File: src/rtl/core/mdc_pkg.sv
package mdc_pkg;

  // block size and store
  localparam int unsigned BLOCK_FRAMES_DEF = 64;

  // sample formats
  localparam int unsigned WORD_W   = 32;
  localparam int unsigned SAMPLE_W = 24;
  localparam int unsigned PCM_W    = 16;
  localparam int unsigned GAIN_W   = 12;
  localparam int unsigned CNT_W    = 32;
  localparam int unsigned GAIN_SHIFT = 8;

  localparam logic signed [PCM_W-1:0] PCM_MAX = 16'sh7FFF;
  localparam logic signed [PCM_W-1:0] PCM_MIN = 16'sh8000;

  // configuration port
  localparam int unsigned CFG_IDX_W  = 2;
  localparam int unsigned CFG_DATA_W = 32;
  localparam logic [CFG_IDX_W-1:0] REG_GAIN         = 2'd0;
  localparam logic [CFG_IDX_W-1:0] REG_ACTIVE_SLOT  = 2'd1;
  localparam logic [CFG_IDX_W-1:0] REG_FRAME_BUDGET = 2'd2;

  localparam logic [GAIN_W-1:0] GAIN_RESET = 12'd256;

  // one stereo frame
  typedef struct packed {
    logic signed [WORD_W-1:0] slot0_word;
    logic signed [WORD_W-1:0] slot1_word;
    logic                     last_frame;
  } mdc_in_t;

  // one pcm result with block statistics
  typedef struct packed {
    logic signed [PCM_W-1:0]    pcm_sample;
    logic                       sample_valid;
    logic                       last_of_block;
    logic signed [SAMPLE_W-1:0] active_mean;
    logic [SAMPLE_W-1:0]        slot0_peak;
    logic [SAMPLE_W-1:0]        slot1_peak;
    logic [CNT_W-1:0]           frames_captured;
  } mdc_out_t;

  // sequencer states
  typedef enum logic [3:0] {
    S_IDLE,
    S_DIV_LD,
    S_DIV,
    S_PK_RD,
    S_PK_CMP,
    S_BUDGET,
    S_EM_RD,
    S_EM_MUL,
    S_EM_OUT,
    S_WAIT
  } mdc_state_e;

endpackage

File: src/rtl/core/mdc_in_if.sv
interface mdc_in_if import mdc_pkg::*; ();
  logic    valid;
  logic    ready;
  mdc_in_t data;

  modport source (output valid, output data, input ready);
  modport sink   (input valid, input data, output ready);
endinterface

File: src/rtl/core/mdc_out_if.sv
interface mdc_out_if import mdc_pkg::*; ();
  logic     valid;
  logic     ready;
  mdc_out_t data;

  modport source (output valid, output data, input ready);
  modport sink   (input valid, input data, output ready);
endinterface

File: src/rtl/core/mic_block_dc_removal_pcm_core.sv
// Stereo microphone block DC removal. Each frame transfer stores both slots (raw word
// shifted right by 8 to 24 bits) and accumulates per-slot sums; a frame that does not
// close a block keeps the core in capture. A block closes on last_frame or on its BLOCK_FRAMES-th
// frame. The block then computes both slot means with one shared restoring divider, one
// quotient bit per cycle (SUM_W = 24 + ceil(log2(BLOCK_FRAMES))), walks the frame store
// for the peak deviations (a read, then a compare, per frame; single read port), and
// emits (sample - mean) * gain >>> 8 saturated to 16 bits for the active slot, one
// result at a time (read, multiply, saturate, then held until the output accepts it),
// up to the remaining frame budget. With no budget left a single statistics-only
// result (sample_valid = 0) is emitted. No frame is taken from a block's closing
// frame until its last result is accepted. Configuration writes are meant for idle
// periods only; writing frame_budget also clears the captured frame count.
module mic_block_dc_removal_pcm_core
  import mdc_pkg::*;
#(
  parameter int unsigned BLOCK_FRAMES = BLOCK_FRAMES_DEF
) (
  input  logic                  clk_i,
  input  logic                  rst_ni,
  input  logic                  cfg_we_i,
  input  logic [CFG_IDX_W-1:0]  cfg_idx_i,
  input  logic [CFG_DATA_W-1:0] cfg_wdata_i,
  mdc_in_if.sink                in_ch,
  mdc_out_if.source             out_ch
);

  localparam int unsigned AW    = (BLOCK_FRAMES > 1) ? $clog2(BLOCK_FRAMES) : 1;
  localparam int unsigned CW    = $clog2(BLOCK_FRAMES + 1);
  localparam int unsigned SUM_W = SAMPLE_W + AW;
  localparam int unsigned DCW   = $clog2(SUM_W);
  localparam int unsigned DIF_W = SAMPLE_W + 1;
  localparam int unsigned PRD_W = DIF_W + GAIN_W + 1;
  localparam int unsigned SH_W  = PRD_W - GAIN_SHIFT;

  mdc_state_e state_q, state_d;

  // control registers
  logic [CW-1:0]           fib_q;
  logic signed [SUM_W-1:0] sum0_q, sum1_q;
  logic [CNT_W-1:0]        captured_q;
  logic [GAIN_W-1:0]       gain_q;
  logic                    slot_q;
  logic [CNT_W-1:0]        budget_q;
  logic                    out_valid_q;

  // datapath registers
  logic [CW-1:0]              n_q;
  logic [CW-1:0]              walk_q;
  logic [CW-1:0]              emit_q;
  logic [SUM_W-1:0]           quo_q;
  logic [CW-1:0]              rem_q;
  logic [DCW-1:0]             dcnt_q;
  logic                       dslot_q;
  logic signed [SAMPLE_W-1:0] mean0_q, mean1_q;
  logic [SAMPLE_W-1:0]        peak0_q, peak1_q;
  logic [2*SAMPLE_W-1:0]      rd_q;
  logic signed [PRD_W-1:0]    prod_q;
  mdc_out_t                   out_q;

  logic [2*SAMPLE_W-1:0] mem [BLOCK_FRAMES];

  logic in_acc, out_acc, closing;
  logic signed [SAMPLE_W-1:0] s0, s1;

  assign in_ch.ready = (state_q == S_IDLE);
  assign in_acc      = in_ch.valid && in_ch.ready;
  assign out_acc     = out_valid_q && out_ch.ready;
  assign out_ch.valid = out_valid_q;
  assign out_ch.data  = out_q;

  assign s0 = in_ch.data.slot0_word[WORD_W-1:GAIN_SHIFT];
  assign s1 = in_ch.data.slot1_word[WORD_W-1:GAIN_SHIFT];
  assign closing = in_ch.data.last_frame || (fib_q == CW'(BLOCK_FRAMES - 1));

  // shared divider step: one quotient bit per cycle
  logic signed [SUM_W-1:0] div_sum;
  logic [SUM_W-1:0]        div_mag;
  logic [CW:0]             rem_sh;
  logic                    rem_ge;
  logic [CW-1:0]           rem_d;
  logic [SUM_W-1:0]        quo_d;
  logic [SUM_W-1:0]        quo_signed;

  assign div_sum = dslot_q ? sum1_q : sum0_q;
  assign div_mag = div_sum[SUM_W-1] ? SUM_W'(-div_sum) : SUM_W'(div_sum);
  assign rem_sh  = {rem_q, quo_q[SUM_W-1]};
  assign rem_ge  = rem_sh >= {1'b0, n_q};
  assign rem_d   = rem_ge ? CW'(rem_sh - {1'b0, n_q}) : rem_sh[CW-1:0];
  assign quo_d   = {quo_q[SUM_W-2:0], rem_ge};
  assign quo_signed = div_sum[SUM_W-1] ? SUM_W'(-quo_d) : quo_d;

  // absolute deviation of both slots for the peak walk
  logic signed [DIF_W-1:0] dev0, dev1;
  logic [DIF_W-1:0]        abs0, abs1;

  assign dev0 = DIF_W'(signed'(rd_q[SAMPLE_W-1:0])) - DIF_W'(mean0_q);
  assign dev1 = DIF_W'(signed'(rd_q[2*SAMPLE_W-1:SAMPLE_W])) - DIF_W'(mean1_q);
  assign abs0 = dev0[DIF_W-1] ? DIF_W'(-dev0) : DIF_W'(dev0);
  assign abs1 = dev1[DIF_W-1] ? DIF_W'(-dev1) : DIF_W'(dev1);

  // budget left for this block
  logic [CNT_W-1:0] remaining;
  logic [CW-1:0]    emit_n;

  assign remaining = (captured_q > budget_q) ? '0 : budget_q - captured_q;
  assign emit_n    = (CNT_W'(n_q) < remaining) ? n_q : remaining[CW-1:0];

  // gain multiply and saturation
  logic signed [SAMPLE_W-1:0] act_samp, act_mean;
  logic signed [DIF_W-1:0]    centered;
  logic signed [GAIN_W:0]     gain_s;
  logic signed [PRD_W-1:0]    prod_c;
  logic signed [SH_W-1:0]     shifted;
  logic signed [PCM_W-1:0]    pcm_c;

  assign act_samp = slot_q ? rd_q[2*SAMPLE_W-1:SAMPLE_W] : rd_q[SAMPLE_W-1:0];
  assign act_mean = slot_q ? mean1_q : mean0_q;
  assign centered = DIF_W'(act_samp) - DIF_W'(act_mean);
  assign gain_s   = signed'({1'b0, gain_q});
  assign prod_c   = centered * gain_s;
  assign shifted  = prod_q[PRD_W-1:GAIN_SHIFT];

  always_comb begin
    if (shifted > SH_W'(PCM_MAX)) begin
      pcm_c = PCM_MAX;
    end else if (shifted < SH_W'(PCM_MIN)) begin
      pcm_c = PCM_MIN;
    end else begin
      pcm_c = shifted[PCM_W-1:0];
    end
  end

  // sequencer next state
  always_comb begin
    state_d = state_q;
    unique case (state_q)
      S_IDLE: begin
        if (in_acc && closing) state_d = S_DIV_LD;
      end
      S_DIV_LD: state_d = S_DIV;
      S_DIV: begin
        if (dcnt_q == '0) state_d = dslot_q ? S_PK_RD : S_DIV_LD;
      end
      S_PK_RD:  state_d = S_PK_CMP;
      S_PK_CMP: begin
        state_d = (walk_q + 1'b1 == n_q) ? S_BUDGET : S_PK_RD;
      end
      S_BUDGET: state_d = (emit_n == '0) ? S_WAIT : S_EM_RD;
      S_EM_RD:  state_d = S_EM_MUL;
      S_EM_MUL: state_d = S_EM_OUT;
      S_EM_OUT: state_d = S_WAIT;
      S_WAIT: begin
        if (out_acc) state_d = out_q.last_of_block ? S_IDLE : S_EM_RD;
      end
      default: state_d = S_IDLE;
    endcase
  end

  // control state
  always_ff @(posedge clk_i or negedge rst_ni) begin
    if (!rst_ni) begin
      state_q     <= S_IDLE;
      fib_q       <= '0;
      sum0_q      <= '0;
      sum1_q      <= '0;
      captured_q  <= '0;
      gain_q      <= GAIN_RESET;
      slot_q      <= 1'b0;
      budget_q    <= '0;
      out_valid_q <= 1'b0;
    end else begin
      state_q <= state_d;

      // configuration writes
      if (cfg_we_i) begin
        unique case (cfg_idx_i)
          REG_GAIN:        gain_q <= cfg_wdata_i[GAIN_W-1:0];
          REG_ACTIVE_SLOT: slot_q <= cfg_wdata_i[0];
          REG_FRAME_BUDGET: begin
            budget_q   <= cfg_wdata_i[CNT_W-1:0];
            captured_q <= '0;
          end
          default: ;
        endcase
      end

      // frame capture
      if (in_acc) begin
        fib_q  <= fib_q + 1'b1;
        sum0_q <= sum0_q + SUM_W'(s0);
        sum1_q <= sum1_q + SUM_W'(s1);
      end

      if (state_q == S_EM_OUT) captured_q <= captured_q + 1'b1;

      // output register
      if ((state_q == S_EM_OUT) || (state_q == S_BUDGET && emit_n == '0)) begin
        out_valid_q <= 1'b1;
      end else if (out_acc) begin
        out_valid_q <= 1'b0;
      end

      // block done
      if (state_q == S_WAIT && out_acc && out_q.last_of_block) begin
        fib_q  <= '0;
        sum0_q <= '0;
        sum1_q <= '0;
      end
    end
  end

  // frame store
  always_ff @(posedge clk_i) begin
    if (in_acc) mem[fib_q[AW-1:0]] <= {s1, s0};
    rd_q <= mem[walk_q[AW-1:0]];
  end

  // datapath
  always_ff @(posedge clk_i) begin
    unique case (state_q)
      S_IDLE: begin
        if (in_acc) n_q <= fib_q + 1'b1;
        dslot_q <= 1'b0;
      end
      S_DIV_LD: begin
        quo_q  <= div_mag;
        rem_q  <= '0;
        dcnt_q <= DCW'(SUM_W - 1);
      end
      S_DIV: begin
        quo_q  <= quo_d;
        rem_q  <= rem_d;
        dcnt_q <= dcnt_q - 1'b1;
        if (dcnt_q == '0) begin
          if (dslot_q) mean1_q <= quo_signed[SAMPLE_W-1:0];
          else         mean0_q <= quo_signed[SAMPLE_W-1:0];
          dslot_q <= 1'b1;
          walk_q  <= '0;
          peak0_q <= '0;
          peak1_q <= '0;
        end
      end
      S_PK_RD: ;
      S_PK_CMP: begin
        if (abs0[SAMPLE_W-1:0] > peak0_q) peak0_q <= abs0[SAMPLE_W-1:0];
        if (abs1[SAMPLE_W-1:0] > peak1_q) peak1_q <= abs1[SAMPLE_W-1:0];
        walk_q <= walk_q + 1'b1;
      end
      S_BUDGET: begin
        emit_q <= emit_n;
        walk_q <= '0;
        if (emit_n == '0) begin
          out_q.pcm_sample      <= '0;
          out_q.sample_valid    <= 1'b0;
          out_q.last_of_block   <= 1'b1;
          out_q.active_mean     <= act_mean;
          out_q.slot0_peak      <= peak0_q;
          out_q.slot1_peak      <= peak1_q;
          out_q.frames_captured <= captured_q;
        end
      end
      S_EM_RD: ;
      S_EM_MUL: prod_q <= prod_c;
      S_EM_OUT: begin
        out_q.pcm_sample      <= pcm_c;
        out_q.sample_valid    <= 1'b1;
        out_q.last_of_block   <= (walk_q + 1'b1 == emit_q);
        out_q.active_mean     <= act_mean;
        out_q.slot0_peak      <= peak0_q;
        out_q.slot1_peak      <= peak1_q;
        out_q.frames_captured <= captured_q + 1'b1;
      end
      S_WAIT: begin
        if (out_acc) walk_q <= walk_q + 1'b1;
      end
      default: ;
    endcase
  end

`ifndef ASSERT_OFF
  // no frame is taken while a result is pending
  assert property (@(posedge clk_i) disable iff (!rst_ni) out_valid_q |-> !in_ch.ready)
    else $error("frame ready while result pending");

  // block fill never reaches the block size between frames
  assert property (@(posedge clk_i) disable iff (!rst_ni)
    state_q == S_IDLE |-> fib_q < CW'(BLOCK_FRAMES))
    else $error("block fill count out of range");

  // divider never sees a zero frame count
  assert property (@(posedge clk_i) disable iff (!rst_ni)
    state_q == S_DIV |-> n_q != '0)
    else $error("divide by zero frame count");

  // a statistics-only result always closes its block
  assert property (@(posedge clk_i) disable iff (!rst_ni)
    out_valid_q && !out_q.sample_valid |-> out_q.last_of_block)
    else $error("statistics-only result not last of block");

  // the last result of a block returns the block to capture
  assert property (@(posedge clk_i) disable iff (!rst_ni)
    out_acc && out_q.last_of_block |=> in_ch.ready)
    else $error("block did not return to capture");
`endif

endmodule
File: src/flat_wrapper.sv
// flat-port wrapper written by rule: the top's interface ports become plain ports
module mic_block_dc_removal_pcm_core_flat import mdc_pkg::*;
#(
  parameter int unsigned BLOCK_FRAMES = BLOCK_FRAMES_DEF
)
  (clk_i, rst_ni, cfg_we_i, cfg_idx_i, cfg_wdata_i, in_ch_valid, in_ch_data, in_ch_ready, out_ch_valid, out_ch_data, out_ch_ready);
  mdc_in_if in_ch_i ();
  mdc_out_if out_ch_i ();
  input  logic clk_i;
  input  logic rst_ni;
  input  logic cfg_we_i;
  input  logic [CFG_IDX_W-1:0] cfg_idx_i;
  input  logic [CFG_DATA_W-1:0] cfg_wdata_i;
  input wire logic [$bits(in_ch_i.valid)-1:0] in_ch_valid;
  input wire logic [$bits(in_ch_i.data)-1:0] in_ch_data;
  output wire logic [$bits(in_ch_i.ready)-1:0] in_ch_ready;
  output wire logic [$bits(out_ch_i.valid)-1:0] out_ch_valid;
  output wire logic [$bits(out_ch_i.data)-1:0] out_ch_data;
  input wire logic [$bits(out_ch_i.ready)-1:0] out_ch_ready;
  assign in_ch_i.valid = in_ch_valid;
  assign in_ch_i.data = in_ch_data;
  assign in_ch_ready = in_ch_i.ready;
  assign out_ch_valid = out_ch_i.valid;
  assign out_ch_data = out_ch_i.data;
  assign out_ch_i.ready = out_ch_ready;
  mic_block_dc_removal_pcm_core #(.BLOCK_FRAMES(BLOCK_FRAMES)) u_core (.clk_i(clk_i), .rst_ni(rst_ni), .cfg_we_i(cfg_we_i), .cfg_idx_i(cfg_idx_i), .cfg_wdata_i(cfg_wdata_i), .in_ch(in_ch_i), .out_ch(out_ch_i));
endmodule
File: config.mk
export PLATFORM = sky130hd
export DESIGN_NAME = mic_block_dc_removal_pcm_core_flat
export DESIGN_NICKNAME = d
export VERILOG_FILES = /design/src/rtl/core/mdc_pkg.sv /design/src/rtl/core/mdc_in_if.sv /design/src/rtl/core/mdc_out_if.sv /design/src/rtl/core/mic_block_dc_removal_pcm_core.sv /design/src/flat_wrapper.sv
export SDC_FILE = /design/constraint.sdc
export NUM_CORES = 2
export LEC_CHECK = 0
export BUFFER_PORTS_ARGS = -buffer_cell sky130_fd_sc_hd__buf_2
export CAP_MARGIN = 20
export CORE_UTILIZATION = 55
export DETAILED_ROUTE_END_ITERATION = 16
export HOLD_SLACK_MARGIN = 0.03
export PLACE_DENSITY_LB_ADDON = 0.1
export REMOVE_ABC_BUFFERS = 1
export SYNTH_ARGS = -nofsm -noshare
export SYNTH_HDL_FRONTEND = slang
export SYNTH_SLANG_ARGS = --single-unit
File: constraint.sdc
create_clock -name clk_i -period 18.2 [get_ports clk_i]
set_clock_uncertainty 0.1 [all_clocks]
set_input_delay 1.82 -clock clk_i [delete_from_list [all_inputs] [get_ports clk_i]]
set_output_delay 1.82 -clock clk_i [all_outputs]
set_load 0.005 [all_outputs]
==> out/results.tsv <==
metric	value	unit
max incr delay on CP	790	ps
Final period util	57.2	%
hold path cells	0	
synth unique cells	96	
Hold Crit Class	register to register	
Final Non-Filler Cells	13300	
run status	finished clean	
async set-reset flop share out of synthesis	4.16	%
Layout Nets	9946	
vias in the first global route	85000	
Gate Count Post-Synth	8794	
Critical Path AT	10950	ps
FF+latch count, synth	3581	
CP max stage cell	xnor2_2	
Synth top area share	64.3	%
critical path launch point type	register	
die width	538	um
fin. max-slew vios	0	
first-pass GRT wire length	605000	um
placer congestion estimate	0.905	
CP max FO	17	
synthesized area per cell	18.0	um2
Post-CTS Setup Bufs	0	
R2R Path Start	u_core.slot_q	
Initial Util	55.4	%
Rel. slew slack	20.1	%
# IOs	228	
Via density	6.38	
worst setup path start	u_core.slot_q	
Syn Std Cell Area	0.158	mm2
Pre-antenna DRT Iters	6	
final setup fails	0	
Die Height	538	um
CP endpoint	u_core.prod_q[36]	
Cells after DPL	12600	
achievable frequency	96.0	MHz
R2R setup slack	7780	ps
most frequent cell on the critical path	fa_1	
cell taking the most area after synthesis	edfxtp_1	
via count	85100	
clk slew on worst S/H paths	60	ps
Layout area overhead	12.0	%
core area	0.285	mm2
CTS Hold Bufs	0	
largest net degree at the start of global routing	105	
most frequent cells in the layout	3384 x edfxtp_1, 1008 x mux4_2, 580 x inv_1, 466 x nand2_1, 368 x clkbuf_16	
data required time of the worst path	18730	ps
Post-synth EDFFs	3384	
top cells by area, synth	edfxtp_1 64%, mux4_2 14%, fa_1 3.5%	
share of layout cells above drive strength 1	23.3	%
final count of hold timing violations	0	
DR iter-0 viols	9941	
Post-CTS Resized	0	
Worst Setup End Kind	register	
total die area	0.289	mm2
total track usage	29.7	%
Final ANT Viol Nets	0	
crit path kind	register to register	
Post-route DRC	0	
I/O Buffers	211	
min Tclk post-route	10420	ps
gr ovfl total	0	
commonest non-fill, non-tap cell in the layout	edfxtp_1	
YS warnings	0	
row count	196	
routed wire length	426000	um
Slew @ Worst Pin	1200	ps
detailed placement HPWL	253000	um
fillcell total	20300	
r2r endpoint	u_core.prod_q[36]	
Num CTS Buffers	363	
Worst-Skew Late Latency	960	ps
R2R cell count	32	
ys flop type	edfxtp_1	
unrepaired setup endpoints after global routing	no	
CTS Buffer Depth	4	
antenna violations before repair	43	
post-DR wirelength/cell	32.0	um
clock sink count	3581	
CTS root buf	clkbuf_16	
H-tree Lvls	5	
max cap viols	0	
register area share after synthesis	67.3	%
TritonCTS clock tree	yes	
## how the worst min path moves through the flow
stage	start	endpoint	slack [ps]
global placement	u_core.peak0_q[7]	u_core.out_ch.data[63]	340
finish	u_core.peak1_q[19]	u_core.out_ch.data[51]	350
detailed placement	u_core.peak1_q[19]	u_core.out_ch.data[51]	340
global route	u_core.peak0_q[5]	u_core.out_ch.data[61]	350
floorplan	u_core.peak1_q[1]	u_core.out_ch.data[33]	330
CTS	u_core.peak0_q[5]	u_core.out_ch.data[61]	340
## final cells by class
| type | count | area, um2 | area share (%) |
|---|---|---|---|
| clock buffers | 445 | 9600 | 5.42 |
| diodes | 12 | 30.0 | 0.0170 |
| multi-input cells | 4251 | 48700 | 27.5 |
| flip-flops and latches | 3581 | 106000 | 60.1 |
| repair buffers | 475 | 3220 | 1.82 |
| clock inverters | 223 | 2300 | 1.30 |
| inverters | 583 | 2190 | 1.24 |
| well taps | 3762 | 4710 | 2.66 |
## cell families (layout without fill, tap and decap cells)
kind of cell	after synthesis	after routing	share of synthesized area, %
AOI/OAI and AO/OA	853	853	3.45
other	0	12	0
DFF	3581	3581	67.3
muxes	1117	1117	15.1
and+or+nand+nor	1397	1397	4.26
buffers and inverters	962	1726	2.30
adders and majority gates	587	587	5.95
xor gates and xnor gates	297	297	1.65
## state kept, by name, summed over array words and instances (netlist names), 30 cells and up
register / count
u_core.mem: 3072
u_core.out_ch.data: 122
u_core.rd_q: 48
u_core.budget_q: 32
u_core.captured_q: 32
u_core.prod_q: 30
u_core.quo_q: 30
u_core.sum0_q: 30
u_core.sum1_q: 30
## cell usage after synthesis (19+ instances only)
cell type,instances
dfxtp_1,48
o21a_1,69
inv_1,580
nor3_1,71
and3_1,30
nand2_1,468
dfrtp_1,148
and2_1,169
ha_1,313
xnor2_1,185
nand2b_1,58
o31ai_1,22
nor2_1,313
nand3_1,79
mux2i_1,34
a21o_1,68
mux2_2,75
mux4_2,1008
nor2b_1,57
a31oi_1,31
edfxtp_1,3384
a21oi_1,202
buf_1,95
clkbuf_1,280
o21ai_0,258
nand4_1,35
a211oi_1,23
xor2_1,112
nor4_1,19
fa_1,274
## worst max-delay path, delay by kind of cell, from the launching register on
kind | cells | cell delay, ps
AND/OR/NAND/NOR | 4 | 730
buffers and inverters | 3 | 140
flip-flops | 1 | 620
multiplexers | 1 | 410
AO/OA/AOI/OAI | 14 | 3600
XOR/XNOR | 2 | 920
adder cells (fa/ha/maj) | 8 | 3580
## stage by stage
stage	hold WS, ps	TNS (ps)	utilization [%]	instance area [um2]	setup slack, ps
6_report	348	0	62.0	177000	7780
5_1_grt	349	0	62.0	177000	7250
4_1_cts	341	0	62.0	177000	7840
3_5_place_dp	337	0	57.8	165000	7930
3_3_place_gp	339	0	57.8	165000	7940
2_1_floorplan	326	-770220	-	157000	-14370
## routing by layer
| layer | GRT usage, % | up-vias | share of wire (%) |
|---|---|---|---|
| li1 | - | 35400 | - |
| met1 | 41.4 | 45000 | 39 |
| met2 | 48.7 | 4095 | 49 |
| met3 | 4.36 | 695 | 8.6 |
| met4 | 9.69 | 18 | 3.4 |
| met5 | 0 | - | 0.030 |
Power is left out: the tool's default activity adds up to more than one toggle a clock period on the data nets, which glitch-free logic cannot reach.
